### src/rtl/core/avimux_pkg.sv
`default_nettype none

package avimux_pkg;

    localparam int HEADER_WORDS = 56;
    localparam int FRAME_WORDS  = 6;
    localparam int CLOSE_PRE    = 2;
    localparam int CFG_INDEX_W  = 8;

    // item kinds
    localparam logic [1:0] ACT_OPEN  = 2'd0;
    localparam logic [1:0] ACT_FRAME = 2'd1;
    localparam logic [1:0] ACT_CLOSE = 2'd2;

    // result destinations
    localparam logic [1:0] DEST_MOVI   = 2'd0;
    localparam logic [1:0] DEST_INDEX  = 2'd1;
    localparam logic [1:0] DEST_HEADER = 2'd2;

    // register indexes
    localparam logic [CFG_INDEX_W-1:0] CFG_WIDTH  = 8'd0;
    localparam logic [CFG_INDEX_W-1:0] CFG_HEIGHT = 8'd1;

    // fourcc words, first character in the low byte
    localparam logic [31:0] FCC_RIFF = 32'h4646_4952;
    localparam logic [31:0] FCC_AVI  = 32'h2049_5641;
    localparam logic [31:0] FCC_LIST = 32'h5453_494C;
    localparam logic [31:0] FCC_HDRL = 32'h6C72_6468;
    localparam logic [31:0] FCC_AVIH = 32'h6869_7661;
    localparam logic [31:0] FCC_STRL = 32'h6C72_7473;
    localparam logic [31:0] FCC_STRH = 32'h6872_7473;
    localparam logic [31:0] FCC_VIDS = 32'h7364_6976;
    localparam logic [31:0] FCC_MJPG = 32'h4750_4A4D;
    localparam logic [31:0] FCC_STRF = 32'h6672_7473;
    localparam logic [31:0] FCC_MOVI = 32'h6976_6F6D;
    localparam logic [31:0] FCC_00DC = 32'h6364_3030;
    localparam logic [31:0] FCC_IDX1 = 32'h3178_6469;

    localparam logic [31:0] DEFAULT_USF  = 32'd100000;
    localparam logic [31:0] DEFAULT_RATE = 32'd10000;
    localparam logic [31:0] PLANES_BITS  = 32'h0018_0001;

endpackage

`default_nettype wire

### src/rtl/core/avi_mjpeg_chunk_muxer.sv
// Framing-word generator for a single-stream MJPEG AVI file. Each open, frame
// or close beat (tuser = action) yields a run of 32-bit words on the output
// stream, tlast on the final one. An open beat clears the frame count, byte
// total and largest frame and gives the 56 header words. A frame beat gives
// six words (chunk header and idx1 entry). A close beat runs three 42-bit
// divisions on one shared restoring divider, one quotient bit per cycle, then
// gives 58 words. The input is not ready while a beat is being worked on;
// output stalls only hold the sequencer.
`default_nettype none

module avi_mjpeg_chunk_muxer (
    input  logic        i_clk,
    input  logic        i_rst_n,
    input  logic        i_cfg_valid,
    output logic        o_cfg_ready,
    input  logic [avimux_pkg::CFG_INDEX_W-1:0] i_cfg_index,
    input  logic [15:0] i_cfg_data,
    input  logic        s_axis_tvalid,
    output logic        s_axis_tready,
    input  logic [55:0] s_axis_tdata,  // frame_len[23:0], duration_ms[55:24]
    input  logic [1:0]  s_axis_tuser,  // action
    output logic        m_axis_tvalid,
    input  logic        m_axis_tready,
    output logic [39:0] m_axis_tdata,  // word_offset[5:0], word[37:6], pad_after[38]
    output logic [1:0]  m_axis_tuser,  // dest
    output logic        m_axis_tlast
);
    import avimux_pkg::*;

    localparam logic [1:0] S_IDLE = 2'd0;
    localparam logic [1:0] S_PREP = 2'd1;
    localparam logic [1:0] S_DIV  = 2'd2;
    localparam logic [1:0] S_EMIT = 2'd3;

    localparam logic [1:0] DIV_USF   = 2'd0;
    localparam logic [1:0] DIV_RATE  = 2'd1;
    localparam logic [1:0] DIV_BRATE = 2'd2;

    localparam int DVD_W = 42;
    localparam int CNT_W = $clog2(DVD_W);
    localparam logic [CNT_W-1:0] CNT_LAST = CNT_W'(DVD_W - 1);
    localparam logic [DVD_W-1:0] RATE_DVD = DVD_W'(1000000000);

    localparam logic [5:0] LAST_OPEN  = 6'(HEADER_WORDS - 1);
    localparam logic [5:0] LAST_FRAME = 6'(FRAME_WORDS - 1);
    localparam logic [5:0] LAST_CLOSE = 6'(HEADER_WORDS + CLOSE_PRE - 1);

    logic [1:0]  r_state;
    logic [1:0]  r_act;
    logic [23:0] r_len;
    logic [31:0] r_dur;
    logic [15:0] r_width;
    logic [15:0] r_height;
    logic [31:0] r_count;
    logic [31:0] r_movi;
    logic [31:0] r_largest;
    logic [31:0] r_area;
    logic [31:0] r_usf;
    logic [31:0] r_rate;
    logic [31:0] r_brate;
    logic [DVD_W-1:0] r_dvd;
    logic [31:0] r_rem;
    logic [31:0] r_dvs;
    logic [CNT_W-1:0] r_cnt;
    logic [1:0]  r_sel;
    logic [5:0]  r_pos;
    logic        r_m_valid;
    logic [39:0] r_m_data;
    logic [1:0]  r_m_user;
    logic        r_m_last;

    logic        in_acc;
    logic        advance;
    logic [33:0] trial;
    logic        qbit;
    logic [DVD_W-1:0] n_dvd;
    logic [31:0] n_rem;
    logic [31:0] quot;
    logic [31:0] n_usf;
    logic [24:0] padded;
    logic [5:0]  hoff;
    logic [31:0] idx;
    logic [31:0] area3;
    logic [31:0] hword;
    logic [1:0]  g_dest;
    logic [5:0]  g_off;
    logic [31:0] g_word;
    logic        g_pad;
    logic        g_last;

    // times 1000 as 1024 - 16 - 8
    function automatic logic [DVD_W-1:0] times_1000(input logic [31:0] v);
        return {v, 10'd0} - {6'd0, v, 4'd0} - {7'd0, v, 3'd0};
    endfunction

    assign o_cfg_ready   = 1'b1;
    assign s_axis_tready = (r_state == S_IDLE);
    assign in_acc        = s_axis_tvalid && s_axis_tready;
    assign advance       = !r_m_valid || m_axis_tready;

    assign m_axis_tvalid = r_m_valid;
    assign m_axis_tdata  = r_m_data;
    assign m_axis_tuser  = r_m_user;
    assign m_axis_tlast  = r_m_last;

    // restoring divider step
    assign trial = {1'b0, r_rem, r_dvd[DVD_W-1]} - {2'b00, r_dvs};
    assign qbit  = !trial[33];
    assign n_rem = qbit ? trial[31:0] : {r_rem[30:0], r_dvd[DVD_W-1]};
    assign n_dvd = {r_dvd[DVD_W-2:0], qbit};
    assign quot  = n_dvd[31:0];
    assign n_usf = (r_count > 32'd1) ? quot : DEFAULT_USF;

    assign padded = {1'b0, r_len} + 25'd1;

    always_comb begin
        hoff  = (r_act == ACT_CLOSE) ? r_pos - 6'(CLOSE_PRE) : r_pos;
        idx   = {r_count[27:0], 4'b0000};
        area3 = r_area + {r_area[30:0], 1'b0};
        case (hoff)
            6'd0:  hword = FCC_RIFF;
            6'd1:  hword = 32'd216 + r_movi + ((idx != 32'd0) ? idx + 32'd8 : 32'd0);
            6'd2:  hword = FCC_AVI;
            6'd3:  hword = FCC_LIST;
            6'd4:  hword = 32'd192;
            6'd5:  hword = FCC_HDRL;
            6'd6:  hword = FCC_AVIH;
            6'd7:  hword = 32'd56;
            6'd8:  hword = r_usf;
            6'd9:  hword = r_brate;
            6'd11: hword = 32'h10;
            6'd12: hword = r_count;
            6'd14: hword = 32'd1;
            6'd15: hword = r_largest + 32'd8;
            6'd16: hword = {16'd0, r_width};
            6'd17: hword = {16'd0, r_height};
            6'd22: hword = FCC_LIST;
            6'd23: hword = 32'd116;
            6'd24: hword = FCC_STRL;
            6'd25: hword = FCC_STRH;
            6'd26: hword = 32'd56;
            6'd27: hword = FCC_VIDS;
            6'd28: hword = FCC_MJPG;
            6'd32: hword = 32'd1000;
            6'd33: hword = r_rate;
            6'd35: hword = r_count;
            6'd36: hword = r_largest + 32'd8;
            6'd37: hword = 32'hFFFF_FFFF;
            6'd40: hword = {r_height, r_width};
            6'd41: hword = FCC_STRF;
            6'd42: hword = 32'd40;
            6'd43: hword = 32'd40;
            6'd44: hword = {16'd0, r_width};
            6'd45: hword = {16'd0, r_height};
            6'd46: hword = PLANES_BITS;
            6'd47: hword = FCC_MJPG;
            6'd48: hword = area3;
            6'd53: hword = FCC_LIST;
            6'd54: hword = 32'd4 + r_movi;
            6'd55: hword = FCC_MOVI;
            default: hword = 32'd0;
        endcase
    end

    always_comb begin
        g_dest = DEST_HEADER;
        g_off  = hoff;
        g_word = hword;
        g_pad  = 1'b0;
        g_last = 1'b0;
        case (r_act)
            ACT_FRAME: begin
                g_dest = DEST_INDEX;
                g_off  = 6'd0;
                g_last = (r_pos == LAST_FRAME);
                case (r_pos)
                    6'd0: begin
                        g_dest = DEST_MOVI;
                        g_word = FCC_00DC;
                    end
                    6'd1: begin
                        g_dest = DEST_MOVI;
                        g_word = {8'd0, r_len};
                        g_pad  = r_len[0];
                    end
                    6'd2: g_word = FCC_00DC;
                    6'd3: g_word = 32'h10;
                    6'd4: g_word = r_movi + 32'd4;
                    default: g_word = {8'd0, r_len};
                endcase
            end
            ACT_CLOSE: begin
                g_last = (r_pos == LAST_CLOSE);
                if (r_pos < 6'(CLOSE_PRE)) begin
                    g_dest = DEST_MOVI;
                    g_off  = 6'd0;
                    g_word = (r_pos == 6'd0) ? FCC_IDX1 : idx;
                end
            end
            default: g_last = (r_pos == LAST_OPEN);
        endcase
    end

    always_ff @(posedge i_clk) begin
        if (!i_rst_n) begin
            r_state   <= S_IDLE;
            r_width   <= 16'd0;
            r_height  <= 16'd0;
            r_count   <= 32'd0;
            r_movi    <= 32'd0;
            r_largest <= 32'd0;
            r_pos     <= 6'd0;
            r_m_valid <= 1'b0;
        end else begin
            if (i_cfg_valid) begin
                unique case (i_cfg_index)
                    CFG_WIDTH:  r_width  <= i_cfg_data;
                    CFG_HEIGHT: r_height <= i_cfg_data;
                    default: ;
                endcase
            end
            if (r_state == S_EMIT && advance) begin
                r_m_valid <= 1'b1;
            end else if (m_axis_tready) begin
                r_m_valid <= 1'b0;
            end
            unique case (r_state)
                S_IDLE: begin
                    if (in_acc) begin
                        r_act <= s_axis_tuser;
                        r_len <= s_axis_tdata[23:0];
                        r_dur <= s_axis_tdata[55:24];
                        r_pos <= 6'd0;
                        unique case (s_axis_tuser)
                            ACT_OPEN: begin
                                r_count   <= 32'd0;
                                r_movi    <= 32'd0;
                                r_largest <= 32'd0;
                                r_usf     <= DEFAULT_USF;
                                r_rate    <= DEFAULT_RATE;
                                r_brate   <= 32'd0;
                                r_state   <= S_PREP;
                            end
                            ACT_FRAME: r_state <= S_EMIT;
                            ACT_CLOSE: r_state <= S_PREP;
                            default: ;
                        endcase
                    end
                end
                S_PREP: begin
                    r_area <= 32'(r_width) * 32'(r_height);
                    if (r_act == ACT_CLOSE) begin
                        r_dvd   <= times_1000(r_dur);
                        r_dvs   <= r_count;
                        r_rem   <= 32'd0;
                        r_cnt   <= '0;
                        r_sel   <= DIV_USF;
                        r_state <= S_DIV;
                    end else begin
                        r_state <= S_EMIT;
                    end
                end
                S_DIV: begin
                    if (r_cnt == CNT_LAST) begin
                        r_rem <= 32'd0;
                        r_cnt <= '0;
                        unique case (r_sel)
                            DIV_USF: begin
                                r_usf <= n_usf;
                                r_dvd <= RATE_DVD;
                                r_dvs <= n_usf;
                                r_sel <= DIV_RATE;
                            end
                            DIV_RATE: begin
                                r_rate <= (r_usf != 32'd0) ? quot : DEFAULT_RATE;
                                r_dvd  <= times_1000(r_movi);
                                r_dvs  <= r_dur;
                                r_sel  <= DIV_BRATE;
                            end
                            default: begin
                                r_brate <= (r_dur != 32'd0) ? quot : 32'd0;
                                r_state <= S_EMIT;
                            end
                        endcase
                    end else begin
                        r_dvd <= n_dvd;
                        r_rem <= n_rem;
                        r_cnt <= r_cnt + CNT_W'(1);
                    end
                end
                S_EMIT: begin
                    if (advance) begin
                        r_m_data  <= {1'b0, g_pad, g_word, g_off};
                        r_m_user  <= g_dest;
                        r_m_last  <= g_last;
                        r_pos     <= r_pos + 6'd1;
                        if (g_last) begin
                            r_state <= S_IDLE;
                            if (r_act == ACT_FRAME) begin
                                r_count <= r_count + 32'd1;
                                r_movi  <= r_movi + 32'd8 + {7'd0, padded[24:1], 1'b0};
                                if ({7'd0, padded[24:1], 1'b0} > r_largest) begin
                                    r_largest <= {7'd0, padded[24:1], 1'b0};
                                end
                            end
                        end
                    end
                end
                default: r_state <= S_IDLE;
            endcase
        end
    end

endmodule

`default_nettype wire

### config.mk
export PLATFORM = sky130hd
export DESIGN_NAME = avi_mjpeg_chunk_muxer
export DESIGN_NICKNAME = d
export VERILOG_FILES = /design/src/rtl/core/avimux_pkg.sv /design/src/rtl/core/avi_mjpeg_chunk_muxer.sv
export SDC_FILE = /design/constraint.sdc
export NUM_CORES = 2
export LEC_CHECK = 0
export ABC_AREA = 1
export BUFFER_PORTS_ARGS = -buffer_cell sky130_fd_sc_hd__buf_2
export CAP_MARGIN = 20
export CORE_ASPECT_RATIO = 1.75
export CORE_UTILIZATION = 60
export CTS_CLUSTER_SIZE = 12
export DETAILED_ROUTE_END_ITERATION = 6
export GPL_ROUTABILITY_DRIVEN = 0
export PLACE_DENSITY = 0.75
export SLEW_MARGIN = 40
export SYNTH_ARGS = -nofsm -noshare
export SYNTH_HDL_FRONTEND = slang
export SYNTH_SLANG_ARGS = --single-unit
### constraint.sdc
create_clock -name i_clk -period 7.2 [get_ports i_clk]
set_input_delay 1.44 -clock i_clk [delete_from_list [all_inputs] [get_ports i_clk]]
set_output_delay 1.44 -clock i_clk [all_outputs]
set_load 0.1 [all_outputs]
==> impl_metrics.py, run 1 <==
metrics = {
    "clock_network": {
        "cts-buffers-inserted": 49,
        "cts.sink_count": 470,
        "buffers_inserted_by_post_cts_timing_repair": 0,
        "clock_tree.root_cell": "sky130_fd_sc_hd__clkbuf_16",
        "hold_buffers": 0,
        "ctsHtreeMaxLevel": 2,
        "cts_resized": 0,
        "cts_max_path_buffers": 3,
    },
    "yosys": {
        "synthArstFlopShare_pct": 0,
        "yosys.area.top_type_share_pct": 20.76,
        "synth_area_in_simple_gates_pct": 28.66,
        "yosysWarnings": 0,
        "synth-edff-count": 342,
        "adder_cell_fraction_of_synth_area_pct": 21.24,
        "yosys-top-cells-area": "sky130_fd_sc_hd__edfxtp_1 (21%), sky130_fd_sc_hd__nand2_1 (13%), sky130_fd_sc_hd__ha_1 (11%)",
        "seq_area_frac_synth_pct": 25.94,
        "synth_xor_xnor_area_share_pct": 2.407,
        "synth_top_family_by_area": "simple AND/OR/NAND/NOR gates",
        "netlist_area_um2": 49480,
        "synth_cell_types": 58,
        "ys_dominant_reg_cell": "sky130_fd_sc_hd__edfxtp_1",
        "postSynthAreaPerCell_um2": 7.047,
        "yosys-mux-area-fraction_pct": 0,
        "postSynthCellCount": 7021,
        "synth_compound_area_share_pct": 11.27,
        "mappedNetlistNets": 7799,
        "post-synth-top-area-cell": "sky130_fd_sc_hd__edfxtp_1",
        "ys_ff_latch": 470,
    },
    "floorplan": {
        "ios": 133,
        "vertical_die_dimension_um": 381.9,
        "effective_utilization_at_floorplan_pct": 60.40,
        "core.rowCount": 139,
        "die_w_um": 219.1,
    },
    "global_route": {
        "grt_remaining_overflow": 7,
        "grt_start_max_net_pins": 82,
        "first_global_vias": 52330,
        "grtUsageTotal_pct": 50.70,
        "grt_first_pass_wirelength_um": 313800,
    },
    "status": {
        "run.stop_error": "[ERROR GRT-0116] Global routing finished with congestion. Check the congestion regions in the DRC Viewer.",
        "run_status": "did not finish",
        "stage_where_the_run_ended": "global routing (5_1_grt)",
    },
    "place": {
        "dp.final_hpwl_um": 157900,
        "port_buffers": 130,
    },
}
[cells in the mapped netlist, drive strengths merged, types with 2 or more instances]
library cell / instances
nand2: 1773
inv: 1119
nor2: 793
nand3: 445
ha: 443
a21oi: 406
edfxtp: 342
o21ai: 337
fa: 248
clkbuf: 166
nand4: 149
dfxtp: 128
nor3: 104
xor2: 96
buf: 66
o221ai: 45
nor4: 40
xnor2: 40
a211oi: 38
nand3b: 36
a31oi: 31
o21bai: 29
o211ai: 27
o21a: 19
or2: 18
a21o: 14
clkinv: 9
and3: 8
a22oi: 7
o22ai: 7
a21boi: 6
a221oi: 5
o31ai: 5
and2: 4
nor3b: 3
and3b: 2
conb: 2
o2111ai: 2
o211a: 2
[logic make-up after synthesis]
kind of cell	Yosys count
AO/OA/AOI/OAI	985
XOR/XNOR	136
other	2
buffers and inverters	1360
flip-flops	470
adder cells (fa/ha/maj)	691
AND/OR/NAND/NOR	3377
[per-layer routing]
| metal | GRT usage [%] | GRT overflow |
|---|---|---|
| met5 | 2.202 | 0 |
| met4 | 51.13 | 3 |
| met3 | 20.63 | 1 |
| met2 | 76.92 | 3 |
| met1 | 51.12 | 0 |
[per-stage QoR]
step / setup WS [ns] / hold slack, ns / area, µm² / instances
after floorplan: 0.5471 / 0.4600 / 49480 / 7021
after global placement: 1.122 / 0.4714 / 50980 / 8032
after detailed placement: 0.8916 / 0.4869 / 50990 / 8032
after CTS: 0.9104 / 0.4964 / 52500 / 8122
==> run 2: changes to the inputs <==
Settings changed: CORE_ASPECT_RATIO 1.75 to default, CORE_UTILIZATION 60 to 40, CTS_CLUSTER_SIZE 12 to default, PLACE_DENSITY 0.75 to default, PLACE_DENSITY_LB_ADDON from default to 0.15.
==> run 2 against run 1 <==
The flow now finishes, with violations (DRC). Synthesized cell count unchanged. Area after synthesis unchanged.
==> impl_metrics.py, run 2 <==
metrics = {
    "clock_network": {
        "ctsHtreeMaxLevel": 2,
        "clk_latency_ns": 0.70,
        "clock_tree.root_cell": "sky130_fd_sc_hd__clkbuf_16",
        "hold_buffers": 0,
        "clkSlewWorstSetupHoldPaths_ns": 0.06,
        "cts.sink_count": 470,
        "cts_max_path_buffers": 3,
        "cts-buffers-inserted": 60,
        "cts_tree": "done",
        "buffers_inserted_by_post_cts_timing_repair": 0,
        "cts_resized": 0,
    },
    "final_layout": {
        "synthToLayoutAreaGrowth_pct": 8.957,
        "largest_register": "r_dvd",
        "final_net_count": 7832,
        "regArea_um2": 12840,
        "largest_register_ffs": 42,
        "final-instance-count-excl-fill": 8730,
        "nFillCells": 12740,
        "post_route_cells_drive_above_1_share_pct": 5.575,
        "multiInputGateArea_um2": 31570,
        "layout.cells.most_common_list": "sky130_fd_sc_hd__nand2_1 (1,760), sky130_fd_sc_hd__inv_1 (1,101), sky130_fd_sc_hd__nor2_1 (774)",
        "mostFrequentLayoutCell": "sky130_fd_sc_hd__nand2_1",
    },
    "global_route": {
        "initial_antenna_violation_count": 4,
        "grt_first_pass_wirelength_um": 295500,
        "grtUsageTotal_pct": 31.39,
        "grt_remaining_overflow": 0,
        "grt_start_max_net_pins": 56,
        "first_global_vias": 46710,
    },
    "floorplan": {
        "fp.dieArea_um2": 125100,
        "placeableCoreArea_um2": 122200,
        "vertical_die_dimension_um": 353.7,
        "core.rowCount": 128,
        "ios": 133,
        "effective_utilization_at_floorplan_pct": 40.49,
        "die_w_um": 353.7,
    },
    "yosys": {
        "synth-edff-count": 342,
        "synth_cell_types": 58,
        "seq_area_frac_synth_pct": 25.94,
        "ys_ff_latch": 470,
        "netlist_area_um2": 49480,
        "yosysWarnings": 0,
        "list_of_most_frequent_post_synthesis_cells": "sky130_fd_sc_hd__nand2_1 (1,764), sky130_fd_sc_hd__inv_1 (1,105), sky130_fd_sc_hd__nor2_1 (780), sky130_fd_sc_hd__ha_1 (443), sky130_fd_sc_hd__nand3_1 (443)",
        "yosys-top-cells-area": "sky130_fd_sc_hd__edfxtp_1 (21%), sky130_fd_sc_hd__nand2_1 (13%), sky130_fd_sc_hd__ha_1 (11%)",
        "post-synth-top-area-cell": "sky130_fd_sc_hd__edfxtp_1",
        "postSynthCellCount": 7021,
        "mappedNetlistNets": 7799,
        "synthArstFlopShare_pct": 0,
        "yosys.area.top_type_share_pct": 20.76,
        "ys_dominant_reg_cell": "sky130_fd_sc_hd__edfxtp_1",
        "postSynthAreaPerCell_um2": 7.047,
        "synth_most_common_cell": "sky130_fd_sc_hd__nand2_1",
    },
    "route": {
        "avgRoutedWirePerCell_um": 22.98,
        "post-route-drc-count": 19,
        "drt_first_iter_violations": 5861,
        "via_count": 49150,
        "avgViaCountPerCell": 5.630,
        "routed_wirelength_um": 200600,
        "number_of_nets_with_antenna_violations_after_detailed_routing": 0,
        "firstDrtPassIters": 7,
    },
    "pwr": {
        "power.leakage_nw": 25.97,
        "power.switching_fraction_pct": 46.14,
        "seqPwrFrac_pct": 29.5,
        "comb_power_share_pct": 46.3,
        "intPower_mw": 7.034,
        "power.ir.vdd_worst_v": 0.0002115,
        "powerDensity_nw_per_um2": 242.3,
        "p_sw_mw": 6.027,
        "power.share.clock_pct": 24.3,
    },
    "status": {
        "run_status": "complete, but fails checks",
        "failed_checks": "DRC",
    },
    "sta": {
        "worstMarginPinSlew_ns": 1.014,
        "final_period_minus_worst_setup_slack_ns": 6.225,
        "max_freq_mhz": 160.7,
        "totalNegativeSetupSlack_ns": 0,
        "report.final.hold_viol_count": 0,
        "rsz0062_at_grt": "false",
        "finalSetupViolations": 0,
        "drv_slew": 0,
        "slew-limit-headroom_pct": 31.65,
        "skew_ns": 0.03207,
        "final.period_utilization_pct": 86.45,
    },
    "setup_path": {
        "critical-path-slowest-cell": "sky130_fd_sc_hd__dfxtp_1",
        "worst-r2r-setup-slack_ns": 0.98,
        "path_delay_family": "adder cells",
        "critical_path.startpoint_type": "flop",
        "worst_setup_path_end_kind": "flop",
        "regToRegEndpoint": "r_area[22]$_DFFE_PP_",
        "worst_ep_arrival_time_ns": 6.64,
        "critical_path_peak_fanout": 18,
        "critical_path.n_buffers_inverters": 6,
        "critical_path_required_ns": 7.61,
        "cpPeakStageDelay_ns": 0.83,
        "worst-r2r-cell-count": 21,
        "cp_cell_sequence": "nand2_1 -> fa_1 -> inv_1 -> fa_1 -> inv_1 -> fa_1 -> inv_1 -> fa_1 -> fa_1 -> inv_1 -> fa_1 -> inv_1 -> ha_1 -> nand2_1 -> nor2_1 -> inv_1 -> nor3_1 -> a21oi_1 -> o21ai_0 -> a21oi_1 -> xnor2_1",
        "worstSetupPathType": "flop to flop",
        "rr_startpoint": "r_width[7]$_SDFFE_PN0P_",
    },
    "min_path": {
        "timing.hold.worst.start": "r_largest[2]$_SDFFE_PN0P_",
        "hold_path_class": "flop to flop",
        "whs_endpoint": "r_largest[2]$_SDFFE_PN0P_",
        "hold_depth": 2,
    },
    "place": {
        "placed_cells": 8617,
        "dp.final_hpwl_um": 162000,
        "port_buffers": 130,
    },
    "job": {
        "maxCapViolCount": 0,
    },
}
-- run 2: cell counts after synthesis --
Identical to the previous run, type by type.
-- run 2: how the worst max path moves through the flow --
| stage | from | endpoint | slack [ns] | depth (start not counted) |
|---|---|---|---|---|
| global placement | r_width[7]$_SDFFE_PN0P_ | r_area[22]$_DFFE_PP_ | 1.05 | 21 |
| global route | r_width[7]$_SDFFE_PN0P_ | r_area[22]$_DFFE_PP_ | 0.60 | 21 |
| finish | r_width[7]$_SDFFE_PN0P_ | r_area[22]$_DFFE_PP_ | 0.98 | 21 |
| floorplan | i_rst_n | r_act[0]$_DFFE_PP_ | 0.55 | 4 |
| detailed placement | r_width[7]$_SDFFE_PN0P_ | r_area[22]$_DFFE_PP_ | 0.96 | 21 |
| CTS | r_width[7]$_SDFFE_PN0P_ | r_area[22]$_DFFE_PP_ | 0.96 | 21 |
-- run 2: power groups by stage --
stage                     logic, mW  registers (mW)  clock network, mW
after global routing           6.63            3.87               3.30
after global placement         5.83            3.89                  0
final                          6.05            3.85               3.17
after detailed placement       5.87            3.89                  0
after floorplan                3.99            3.83                  0
after CTS                      5.91            3.83               3.21
-- run 2: per-stage QoR --
| stage | setup slack [ns] | utilization [%] | hold WS (ns) | power, mW | instance area [µm²] |
|---|---|---|---|---|---|
| after floorplan | 0.5471 | - | 0.4600 | 7.820 | 49480 |
| after global placement | 1.049 | 42.41 | 0.4674 | 9.717 | 51820 |
| after detailed placement | 0.9649 | 42.42 | 0.4765 | 9.761 | 51840 |
| after CTS | 0.9565 | 44.08 | 0.4853 | 12.95 | 53870 |
| after global routing | 0.5957 | 44.11 | 0.5403 | 13.80 | 53910 |
| final | 0.9755 | 44.12 | 0.4891 | 13.06 | 53910 |
-- run 2: final cells by class --
class,count,share of cell area [%]
multi-input combinational,5191,58.55
sequential,470,23.82
inverter,1128,7.868
tap,1625,3.771
clock buffer,79,3.191
timing repair buffer,203,2.223
clock inverter,32,0.5686
antenna,2,0.009284
-- run 2: worst min-delay path: cells and delay by family (launching register included) --
family / cells / cell delay [ns]
compound gates: 1 / 0.06
flops: 1 / 0.31
simple gates: 1 / 0.07
-- run 2: routing by layer --
| layer | global-route usage, % | wire (µm) | up-vias |
|---|---|---|---|
| li1 | - | - | 22920 |
| met1 | 42.00 | 83070 | 23320 |
| met2 | 47.71 | 86150 | 2430 |
| met3 | 7.186 | 20630 | 483 |
| met4 | 14.87 | 10660 | 2 |
| met5 | 0.6415 | 111 | - |
-- run 2: cells by family after synthesis --
group	share of synthesized area (%)
xor gates and xnor gates	2.407
AOI/OAI and AO/OA	11.27
and+or+nand+nor	28.66
buffers and inverters	10.47
other	0.01518
adders and majority gates	21.24
DFF	25.94
No activity file was read; power rests on OpenSTA's default activity.
